$ cat config.mk
export PLATFORM = sky130hd
export DESIGN_NAME = face_flux_balance_correction
export DESIGN_NICKNAME = d
export VERILOG_FILES = /design/src/hw/rtl/ffbc_pkg.sv /design/src/hw/rtl/ffbc_datapath.sv /design/src/hw/rtl/ffbc_ctrl.sv /design/src/hw/rtl/face_flux_balance_correction.sv
export VERILOG_INCLUDE_DIRS = /design/src /design/src/hw/rtl
export SDC_FILE = /design/constraint.sdc
export NUM_CORES = 2
export LEC_CHECK = 0
export ABC_AREA = 1
export BUFFER_PORTS_ARGS = -buffer_cell sky130_fd_sc_hd__buf_4
export CAP_MARGIN = 20
export CORE_MARGIN = 8
export CORE_UTILIZATION = 45
export CTS_CLUSTER_DIAMETER = 120
export DETAILED_ROUTE_END_ITERATION = 10
export PLACE_DENSITY = 0.64
export SETUP_SLACK_MARGIN = 0.3
export SYNTH_ARGS = -nofsm -noshare
export SYNTH_HDL_FRONTEND = slang
export SYNTH_SLANG_ARGS = --single-unit
$ cat constraint.sdc
create_clock -name clk -period 10.25 [get_ports clk]
set_input_delay 0.5125 -clock clk [delete_from_list [all_inputs] [get_ports clk]]
set_output_delay 0.5125 -clock clk [all_outputs]
set_load 0.02 [all_outputs]
$ cat src/hw/rtl/assert_macros.svh
// assertion macros shared by the datapath and controller rtl files
// no dependencies
`ifndef ASSERT_MACROS_SVH
`define ASSERT_MACROS_SVH

`ifndef ASSERT_OFF
`define ASSERT_CLK(label, clk, rst, prop, msg) \
  label: assert property (@(posedge clk) disable iff (rst) prop) else $error(msg);
`define ASSERT_NEVER(label, clk, rst, expr, msg) \
  label: assert property (@(posedge clk) disable iff (rst) !(expr)) else $error(msg);
`else
`define ASSERT_CLK(label, clk, rst, prop, msg)
`define ASSERT_NEVER(label, clk, rst, expr, msg)
`endif

`endif

$ cat src/hw/rtl/ffbc_pkg.sv
// constants and controller/datapath interface types for the flux balance block
// no dependencies
`default_nettype none

package ffbc_pkg;

  localparam int MAX_FACES  = 64;
  localparam int FLUX_WIDTH = 32;
  localparam int ADDR_W     = $clog2(MAX_FACES);
  localparam int CNT_W      = $clog2(MAX_FACES + 1);
  localparam int SUM_W      = FLUX_WIDTH + ADDR_W;
  localparam int FRAC_W     = 16;
  localparam int FACTOR_W   = FRAC_W + 1;
  localparam int STEP_W     = $clog2(FRAC_W + 1);
  localparam int THR_W      = 16;
  localparam int PROD_W     = FLUX_WIDTH + FRAC_W;

  localparam logic [FACTOR_W-1:0] UNITY = FACTOR_W'(1) << FRAC_W;

  typedef struct packed {
    logic load_face;
    logic setup;
    logic div_step;
    logic emit_load;
    logic emit_next;
    logic clear_set;
  } ffbc_cmd_t;

  typedef struct packed {
    logic div_done;
    logic last_idx;
  } ffbc_status_t;

endpackage

`default_nettype wire

$ cat src/hw/rtl/ffbc_datapath.sv
// face store, inflow/outflow totals, serial divider and scaling multiplier
// depends on ffbc_pkg and assert_macros.svh
`default_nettype none
`include "assert_macros.svh"

module ffbc_datapath import ffbc_pkg::*; (
  input  wire logic                   clk,
  input  wire logic                   rst,
  input  wire ffbc_cmd_t              cmd,
  output ffbc_status_t                status,
  input  wire logic                   cfg_write,
  input  wire logic [THR_W-1:0]       cfg_threshold,
  input  wire logic signed [FLUX_WIDTH-1:0] face_flux,
  input  wire logic                   face_flipped,
  input  wire logic                   face_internal,
  output logic signed [FLUX_WIDTH-1:0] corrected_flux,
  output logic [ADDR_W-1:0]           face_position,
  output logic [FACTOR_W-1:0]         correction_factor,
  output logic                        face_scaled,
  output logic                        last_result
);

  logic [FLUX_WIDTH+1:0] face_mem [MAX_FACES];
  logic [FLUX_WIDTH+1:0] rd_data;

  logic [THR_W-1:0]    threshold;
  logic [CNT_W-1:0]    face_count;
  logic [SUM_W-1:0]    inflow_sum;
  logic [SUM_W-1:0]    outflow_sum;
  logic [ADDR_W-1:0]   idx;
  logic [ADDR_W-1:0]   idx_next;
  logic                scaling;
  logic                scale_in;
  logic [SUM_W-1:0]    larger;
  logic [SUM_W-1:0]    rem;
  logic [FACTOR_W-1:0] factor;
  logic [STEP_W-1:0]   div_cnt;

  logic                  in_neg;
  logic [FLUX_WIDTH-1:0] in_mag;
  logic                  in_inflow;
  logic                  store_ok;

  logic                  in_gt;
  logic [SUM_W-1:0]      imb;
  logic                  imb_over;

  logic [SUM_W:0]        rem_shift;
  logic                  rem_ge;

  logic [FLUX_WIDTH-1:0] rd_flux;
  logic                  rd_flip;
  logic                  rd_internal;
  logic                  rd_neg;
  logic [FLUX_WIDTH-1:0] rd_mag;
  logic [PROD_W-1:0]     prod;
  logic [FLUX_WIDTH-1:0] scaled_mag;
  logic [FLUX_WIDTH-1:0] scaled_flux;
  logic                  do_scale;

  // input side
  assign in_neg    = face_flux[FLUX_WIDTH-1];
  assign in_mag    = in_neg ? (~face_flux + 1'b1) : face_flux;
  assign in_inflow = face_flipped ^ in_neg;
  assign store_ok  = face_count < CNT_W'(MAX_FACES);

  // imbalance check
  assign in_gt    = inflow_sum > outflow_sum;
  assign imb      = in_gt ? (inflow_sum - outflow_sum) : (outflow_sum - inflow_sum);
  assign imb_over = imb > SUM_W'(threshold);

  // restoring divider step
  assign rem_shift = {rem, 1'b0};
  assign rem_ge    = rem_shift >= {1'b0, larger};

  // emit side
  assign rd_flux     = rd_data[FLUX_WIDTH-1:0];
  assign rd_flip     = rd_data[FLUX_WIDTH];
  assign rd_internal = rd_data[FLUX_WIDTH+1];
  assign rd_neg      = rd_flux[FLUX_WIDTH-1];
  assign rd_mag      = rd_neg ? (~rd_flux + 1'b1) : rd_flux;
  assign prod        = PROD_W'(rd_mag) * PROD_W'(factor[FRAC_W-1:0]);
  assign scaled_mag  = prod[PROD_W-1:FRAC_W];
  assign scaled_flux = rd_neg ? (~scaled_mag + 1'b1) : scaled_mag;
  assign do_scale    = scaling && rd_internal && ((rd_flip ^ rd_neg) == scale_in);

  always_comb begin
    priority if (cmd.setup) begin
      idx_next = '0;
    end else if (cmd.emit_next) begin
      idx_next = idx + 1'b1;
    end else begin
      idx_next = idx;
    end
  end

  assign status.div_done = (div_cnt == '0);
  assign status.last_idx = (CNT_W'(idx) + 1'b1) == face_count;

  // face store
  always_ff @(posedge clk) begin
    if (cmd.load_face && store_ok) begin
      face_mem[face_count[ADDR_W-1:0]] <= {face_internal, face_flipped, face_flux};
    end
    rd_data <= face_mem[idx_next];
  end

  always_ff @(posedge clk) begin
    if (rst) begin
      threshold   <= '0;
      face_count  <= '0;
      inflow_sum  <= '0;
      outflow_sum <= '0;
      div_cnt     <= '0;
      idx         <= '0;
    end else begin
      idx <= idx_next;
      if (cfg_write) begin
        threshold <= cfg_threshold;
      end
      if (cmd.clear_set) begin
        face_count  <= '0;
        inflow_sum  <= '0;
        outflow_sum <= '0;
      end else if (cmd.load_face && store_ok) begin
        face_count <= face_count + 1'b1;
        if (in_inflow) begin
          inflow_sum <= inflow_sum + SUM_W'(in_mag);
        end else begin
          outflow_sum <= outflow_sum + SUM_W'(in_mag);
        end
      end
      if (cmd.setup) begin
        div_cnt <= imb_over ? STEP_W'(FRAC_W) : '0;
      end else if (cmd.div_step) begin
        div_cnt <= div_cnt - 1'b1;
      end
    end
  end

  // divider datapath
  always_ff @(posedge clk) begin
    if (cmd.setup) begin
      scaling  <= imb_over;
      scale_in <= in_gt;
      larger   <= in_gt ? inflow_sum : outflow_sum;
      rem      <= in_gt ? outflow_sum : inflow_sum;
      factor   <= imb_over ? '0 : UNITY;
    end else if (cmd.div_step) begin
      rem    <= rem_ge ? SUM_W'(rem_shift - {1'b0, larger}) : rem_shift[SUM_W-1:0];
      factor <= {factor[FACTOR_W-2:0], rem_ge};
    end
  end

  // output word
  always_ff @(posedge clk) begin
    if (cmd.emit_load) begin
      corrected_flux    <= do_scale ? scaled_flux : rd_flux;
      face_position     <= idx;
      correction_factor <= factor;
      face_scaled       <= do_scale;
      last_result       <= status.last_idx;
    end
  end

  `ASSERT_CLK(a_count_max, clk, rst, face_count <= CNT_W'(MAX_FACES), "face count past store depth")
  `ASSERT_CLK(a_rem_below, clk, rst, (div_cnt != '0) |-> (rem < larger), "divider remainder not below divisor")
  `ASSERT_CLK(a_emit_stored, clk, rst, cmd.emit_load |-> (CNT_W'(idx) < face_count), "emit index past stored faces")
  `ASSERT_CLK(a_unity_idle, clk, rst, (cmd.emit_load && !scaling) |-> (factor == UNITY), "factor not unity without scaling")

endmodule

`default_nettype wire

$ cat src/hw/rtl/ffbc_ctrl.sv
// state machine sequencing load, divide and emit phases
// depends on ffbc_pkg and assert_macros.svh
`default_nettype none
`include "assert_macros.svh"

module ffbc_ctrl import ffbc_pkg::*; (
  input  wire logic         clk,
  input  wire logic         rst,
  input  wire logic         in_valid,
  input  wire logic         last_face,
  output logic              in_stall,
  output logic              out_valid,
  input  wire logic         out_stall,
  output ffbc_cmd_t         cmd,
  input  wire ffbc_status_t status
);

  localparam logic [2:0] ST_IDLE  = 3'd0;
  localparam logic [2:0] ST_SETUP = 3'd1;
  localparam logic [2:0] ST_DIV   = 3'd2;
  localparam logic [2:0] ST_LOAD  = 3'd3;
  localparam logic [2:0] ST_OUT   = 3'd4;

  logic [2:0] state;
  logic [2:0] state_next;

  assign in_stall  = (state != ST_IDLE);
  assign out_valid = (state == ST_OUT);

  always_comb begin
    state_next = state;
    cmd        = '0;
    unique case (state)
      ST_IDLE: begin
        if (in_valid) begin
          cmd.load_face = 1'b1;
          if (last_face) begin
            state_next = ST_SETUP;
          end
        end
      end
      ST_SETUP: begin
        cmd.setup  = 1'b1;
        state_next = ST_DIV;
      end
      ST_DIV: begin
        if (status.div_done) begin
          state_next = ST_LOAD;
        end else begin
          cmd.div_step = 1'b1;
        end
      end
      ST_LOAD: begin
        cmd.emit_load = 1'b1;
        state_next    = ST_OUT;
      end
      ST_OUT: begin
        if (!out_stall) begin
          if (status.last_idx) begin
            cmd.clear_set = 1'b1;
            state_next    = ST_IDLE;
          end else begin
            cmd.emit_next = 1'b1;
            state_next    = ST_LOAD;
          end
        end
      end
      default: begin
        state_next = ST_IDLE;
      end
    endcase
  end

  always_ff @(posedge clk) begin
    if (rst) begin
      state <= ST_IDLE;
    end else begin
      state <= state_next;
    end
  end

  `ASSERT_NEVER(a_no_overlap, clk, rst, out_valid && !in_stall, "input open while word pending")
  `ASSERT_CLK(a_div_after_setup, clk, rst, cmd.setup |=> (state == ST_DIV), "setup not followed by divide")

endmodule

`default_nettype wire

$ cat src/hw/rtl/face_flux_balance_correction.sv
// top level of the face flux balance correction block
// depends on ffbc_pkg, ffbc_ctrl and ffbc_datapath
`default_nettype none

// Faces are taken one per cycle while in_stall is low and held in a 64-entry
// store; faces beyond 64 are dropped. The face flagged last_face closes the set:
// in_stall then rises, the imbalance is checked against the threshold and,
// when scaling applies, a one-bit-per-cycle divider forms the Q1.16 factor.
// Every stored face is then sent in load order through the store read
// register, then the scaling multiplier into the output register; the next word
// starts only once the current one is taken. in_stall falls once the word with
// last_result is taken. The threshold register accepts a write in any cycle.

module face_flux_balance_correction import ffbc_pkg::*; (
  input  wire logic                          clk,
  input  wire logic                          rst,
  input  wire logic                          cfg_valid,
  output logic                               cfg_ready,
  input  wire logic [THR_W-1:0]              imbalance_threshold,
  input  wire logic                          in_valid,
  output logic                               in_stall,
  input  wire logic signed [FLUX_WIDTH-1:0]  face_flux,
  input  wire logic                          face_flipped,
  input  wire logic                          face_internal,
  input  wire logic                          last_face,
  output logic                               out_valid,
  input  wire logic                          out_stall,
  output logic signed [FLUX_WIDTH-1:0]       corrected_flux,
  output logic [ADDR_W-1:0]                  face_position,
  output logic [FACTOR_W-1:0]                correction_factor,
  output logic                               face_scaled,
  output logic                               last_result
);

  ffbc_cmd_t    cmd;
  ffbc_status_t status;

  assign cfg_ready = 1'b1;

  ffbc_ctrl u_ctrl (
    .clk       (clk),
    .rst       (rst),
    .in_valid  (in_valid),
    .last_face (last_face),
    .in_stall  (in_stall),
    .out_valid (out_valid),
    .out_stall (out_stall),
    .cmd       (cmd),
    .status    (status)
  );

  ffbc_datapath u_datapath (
    .clk               (clk),
    .rst               (rst),
    .cmd               (cmd),
    .status            (status),
    .cfg_write         (cfg_valid && cfg_ready),
    .cfg_threshold     (imbalance_threshold),
    .face_flux         (face_flux),
    .face_flipped      (face_flipped),
    .face_internal     (face_internal),
    .corrected_flux    (corrected_flux),
    .face_position     (face_position),
    .correction_factor (correction_factor),
    .face_scaled       (face_scaled),
    .last_result       (last_result)
  );

endmodule

`default_nettype wire

Word-level counts from Yosys, hierarchy flattened --
Memory sizes are Yosys's and may differ from the RTL's. A register that Yosys moved wholly into a read port is not among the register bits. Cells that the tools add are included.
Cells by class: add/sub/neg operators 12, reduce and logical (&&, ||, !) cells 11, equality and inequality tests 10, $mul 1, magnitude comparators 4, bitwise gates (word level) 6, multiplexer cells 36
Operators by type and width (count):
- 38-bit 2-to-1 mux | 6
- 32-bit 2-to-1 mux | 4
- 38-bit subtractor | 3
- 32-bit by 1-bit adder with 32-bit output (second input constant) | 3
- 32-bit NOT | 3
- 38-bit by 32-bit adder with 38-bit output | 2
- 17-bit 2-to-1 mux | 3
- 32-bit by 16-bit multiplier with 48-bit output | 1
- 39-bit by 38-bit >= comparator with 1-bit output | 1
- 38-bit by 16-bit > comparator with 1-bit output | 1
- 38-bit > comparator | 1
- 5-bit 2-to-1 mux | 3
- 3-bit one-hot mux with 5 select lines | 1
- 3-bit 2-to-1 mux | 4
- 6-bit 2-to-1 mux | 2
- 1-bit 2-to-1 mux | 10
- 2-bit != test (second input constant) | 4
- 6-bit by 1-bit adder with 7-bit output (second input constant) | 1
- 7-bit by 1-bit adder with 7-bit output (second input constant) | 1
- 7-bit == test | 1
- 7-bit less-than comparator (second input constant) | 1
- 6-bit by 1-bit adder with 6-bit output (second input constant) | 1
- 3-bit by 2-bit == test with 1-bit output (second input constant) | 2
- 2-bit 2-to-1 mux | 3
- other kinds (14) | 18
Storage, ports and cells: bits in registers 265, output and inout port bits 60, memories 1, RAM bits 2176
Memories:
- u_datapath.face_mem | words 64, width 34, rd ports 1, clocked after memory_dff 1, wr ports 1, RTL line ffbc_datapath.sv:23 | logic [FLUX_WIDTH+1:0] face_mem [MAX_FACES];

Longest topological paths before layout --
depth after elaboration 8, depth in mapped cells 50

Cells and area by module --
Synthesis repeated with hierarchy kept, for this count alone.
Unflattened totals: cells, all modules 12160, area total of the unflattened synthesis 126362.4 um^2
By module, submodules not included:
- ffbc_datapath | area an instance 126109.7 um^2, cells each 12120, times used 1
- ffbc_ctrl | area an instance 241.5 um^2, cells each 38, times used 1
- face_flux_balance_correction | area an instance 11.3 um^2, cells each 2, times used 1

Worst setup path before layout --
OpenSTA, ideal clock, no wires.
path kind flip-flop to flip-flop, start point register u_datapath.rd_data[0], read port of u_datapath.face_mem, end point register u_datapath.corrected_flux[22], data pin, path slack 2.575 ns, library setup time 0.265 ns, clock period less this slack 7.675 ns, stages on the path, launching flop included 45, data arrival time 7.410 ns, path buffers 2, data required time 9.985 ns, cells stage by stage dfxtp_1 > buf_2 > inv_2 > nand3_1 > nor3_2 > nand3_1 > inv_1 > nand3_1 > nor3_2 > nand2_1 > nor3_2 > nand2_1 > inv_1 > nand3_1 > nand2_1 > o21ai_0 > or2_0 > nand2_1 > [9 not listed] > fa_1 > inv_1 > ha_1 > nand2_1 > nor2_1 > nand2_1 > nor2_1 > nand3_1 > nand3_1 > nand2_1 > nand2_1 > inv_1 > nor2_1 > nand3_1 > o21ai_0 > nand3_1 > nand3_1 > o21ai_0
Between the ends: word-level cells in the longest chain between the ends 8
RTL lines:
- start, declared | RTL line ffbc_datapath.sv:24 | logic [FLUX_WIDTH+1:0] rd_data;
- 32-bit NOT | RTL line ffbc_datapath.sv:81 | assign rd_mag = rd_neg ? (~rd_flux + 1'b1) : rd_flux;
- 32-bit by 1-bit adder with 32-bit output | RTL line ffbc_datapath.sv:81
- 32-bit 2-to-1 mux * | RTL line ffbc_datapath.sv:81
- 32-bit by 16-bit multiplier with 48-bit output * | RTL line ffbc_datapath.sv:82 | assign prod = PROD_W'(rd_mag) * PROD_W'(factor[FRAC_W-1:0]);
- 32-bit NOT | RTL line ffbc_datapath.sv:84 | assign scaled_flux = rd_neg ? (~scaled_mag + 1'b1) : scaled_mag;
- 32-bit by 1-bit adder with 32-bit output | RTL line ffbc_datapath.sv:84
- 32-bit 2-to-1 mux * | RTL line ffbc_datapath.sv:84
- 32-bit 2-to-1 mux * | RTL line ffbc_datapath.sv:158 | corrected_flux <= do_scale ? scaled_flux : rd_flux;
- end signal, assigned | RTL line ffbc_datapath.sv:158
- end, declared | RTL line ffbc_datapath.sv:16 | output logic signed [FLUX_WIDTH-1:0] corrected_flux,
Mark *: on every way between the ends. The rest lies on a longest branch, timed or not. A chain may end at the register's enable or synchronous reset.

Worst setup path in the final report --
start point register u_datapath.rd_data[0], read port of u_datapath.face_mem, end point register u_datapath.corrected_flux[29], data pin
The elaborated chain is that of the path after synthesis.

==> run metrics <==
post-synthesis cell count 14224; drt pass-1 iters 6; Synth top area share 0.523; Top FF cell, synth edfxtp_1; Post-Syn Area 0.134 mm^2; cell taking the most area after synthesis edfxtp_1; post-synth cell types 57; clk sinks 2475; hold_ws 0.0745 ns; Max-Cap Viols 0; Setup WS post-layout 0.979 ns; layout cells sized above 1 0.0571; crit-path max FO 17; crit end category flop; met1 WL 176000 um; CP required 10.88 ns; clock tree root driver cell clkbuf_16; grt ovf 0; Seq/Total Area, Yosys 0.545; Hold Path Depth 1; area delta synth->final 10.6%; drt drc 0; first-pass GRT wire length 631000 um; final hold violation count 0; number of global-route vias before repair 95181; startpoint types flop; Num CTS Buffers 277; synth top area cells edfxtp_1 52%, nand2_1 10%, inv_1 6.4%, fa_1 6.3%, nand3_1 5.8%; Max H-tree Level 5; RD Place Congestion 0.964; # IOs 116; asr flop ratio synth 0; post-DP HPWL 268000 um; outcome finished clean; CTS tree done; setup TNS 0 ns; Worst Reg2Reg Path Length in Cells 40; area of the multi-input gates 0.0498 mm^2; Syn Nets 15019; postcts setup bufs 0; full die area 0.315 mm^2; Via Count 101618; starting density of the core 0.451; clock buffer depth 4; CP max stage delay 0.67 ns; CTS clk-pin slew, worst paths 0.06 ns; register area 0.0729 mm^2; largest net degree at the start of global routing 237; detailed router's first-iteration violation count 11609; number of flops mapped to enable cells by yosys 2328; wirelength, routed 431000 um; PortBufs 114; FF+latch count, synth 2475; CP max-delay cell xor2_1; Layout Skew 0.0896 ns; total track usage 0.265; Met3 Wirelength 38800 um; WL per Instance 23.5 um; Final nets 14959; CP Class reg -> reg; Max Freq 108 MHz; via/cell ratio 5.54; fin. max-slew vios 0; number of fill cells 26815; initial antenna violation count 23; final setup fails 0; arrival time worst endpoint 9.90 ns; Final ANT Viol Nets 0; Die H 561 um; Tcrit/Tclk final 0.904; Tightest Pin Transition 1.21 ns; clk_lat worst skew 0.93 ns; crit path time final 9.27 ns; RSZ-0062 raised after global routing false; Synth Warn # 0; Post-Syn Area per Cell 9.39 um^2; row count 200; worst hold path class in -> reg; Die Width 561 um; met2 routed WL 197000 um; Rel. slew slack 0.197; Top Layer Used met5; Core ar. 0.296 mm^2; pre-CTS setup slack 0.970 ns
==> metrics by stage <==
step	instances	instance area, um^2	utilization
floorplan	14224	134000	-
global placement	17796	139000	0.469
detailed placement	17796	139000	0.469
CTS	18319	148000	0.499
global route	18321	148000	0.499
finish	18339	148000	0.499
==> layout by cell type, fill, tap and decap left out, types with 19 or more instances in the layout <==
cell and instances:
o21ai_1 47, buf_4 299, nor2_1 658, nand2_1 3634, o21bai_1 19, clkbuf_16 280
inv_1 2262, nand3_1 1554, ha_1 317, dlygate4sd3_1 28, nand4_1 263, edfxtp_1 2328
xnor2_1 76, dfxtp_1 146, fa_1 422, a21oi_1 430, nor2_4 68, o21ai_0 736
a31oi_1 31, o211ai_1 226, clkinv_1 59, nor3_1 34, xor2_1 92, clkbuf_1 66
diode_2 20, clkinv_2 48, a21o_1 28
==> cell families (layout without fill, tap and decap cells) <==
| kind of cell | count (synthesis) | after routing | share of synthesized area |
|---|---|---|---|
| muxes | 2 | 2 | 0.000150 |
| DFF | 2475 | 2475 | 0.545 |
| AOI/OAI and AO/OA | 1580 | 1580 | 0.0659 |
| buffers and inverters | 2969 | 3125 | 0.0863 |
| and+or+nand+nor | 6289 | 6289 | 0.198 |
| adders and majority gates | 739 | 739 | 0.0929 |
| other | 1 | 21 | 0.0000281 |
| xor gates and xnor gates | 169 | 169 | 0.0111 |
==> cells in the mapped netlist (all sizes together) (264+ instances only) <==
master	count
clkbuf	357
fa	422
nand2	3641
a21oi	430
inv	2274
nand4	264
nor2	726
buf	326
o21ai	784
nand3	1559
edfxtp	2328
ha	317
==> worst paths after layout <==
check	startpoint	end	slack (ns)
worst max-delay path	u_datapath.rd_data[0]	u_datapath.corrected_flux[29]	0.98
worst min-delay path	face_flux[17]	u_datapath.face_mem[11][17]	0.07
worst max register to register	u_datapath.rd_data[0]	u_datapath.corrected_flux[29]	0.98
worst min register to register	u_datapath.factor[16]	u_datapath.correction_factor[16]	0.44
==> state kept, by name, summed over array words and instances (netlist names) <==
name,cells
u_datapath.correction_factor,17
u_datapath.face_position,6
u_datapath.face_scaled,1
u_datapath.scale_in,1
u_datapath.factor,17
u_datapath.corrected_flux,32
u_datapath.larger,38
u_datapath.threshold,16
u_datapath.inflow_sum,38
u_datapath.last_result,1
u_datapath.face_mem,2176
u_ctrl.state,3
u_datapath.rem,38
u_datapath.idx,6
u_datapath.face_count,7
u_datapath.outflow_sum,38
u_datapath.rd_data,34
u_datapath.div_cnt,5
u_datapath.scaling,1
==> final cells by class <==
cell class	count	area share
Antenna cell	20	0.000339
Clock inverter	143	0.00859
Inverter	2286	0.0583
Clock buffer	352	0.0497
Multi-Input combinational cell	8780	0.337
Timing Repair Buffer	344	0.0194
Sequential cell	2475	0.493
Tap cell	3939	0.0334
==> worst max-delay path, delay by kind of cell (launching register included) <==
| family | cells | cell delay [ns] |
|---|---|---|
| buf+inv | 9 | 0.92 |
| simple gates | 22 | 3.61 |
| fa+ha+maj | 8 | 3.51 |
| xor+xnor | 1 | 0.67 |
| flops | 1 | 0.29 |
==> routing by layer <==
metal,vias up,track usage
met4,6,0.104
met1,49102,0.361
met3,933,0.0436
li1,46799,-
met2,4778,0.425
met5,-,0
==> repair_timing <==
action | 4_1_cts | 5_1_grt
hold buffers | 28 | 0
resized for setup | 0 | 1
setup endpoints to repair | 0 | 2
endpoints found under the hold margin | 63 | 0
Power is left out: the tool's default activity adds up to more than one toggle a clock period on the data nets, which glitch-free logic cannot reach.
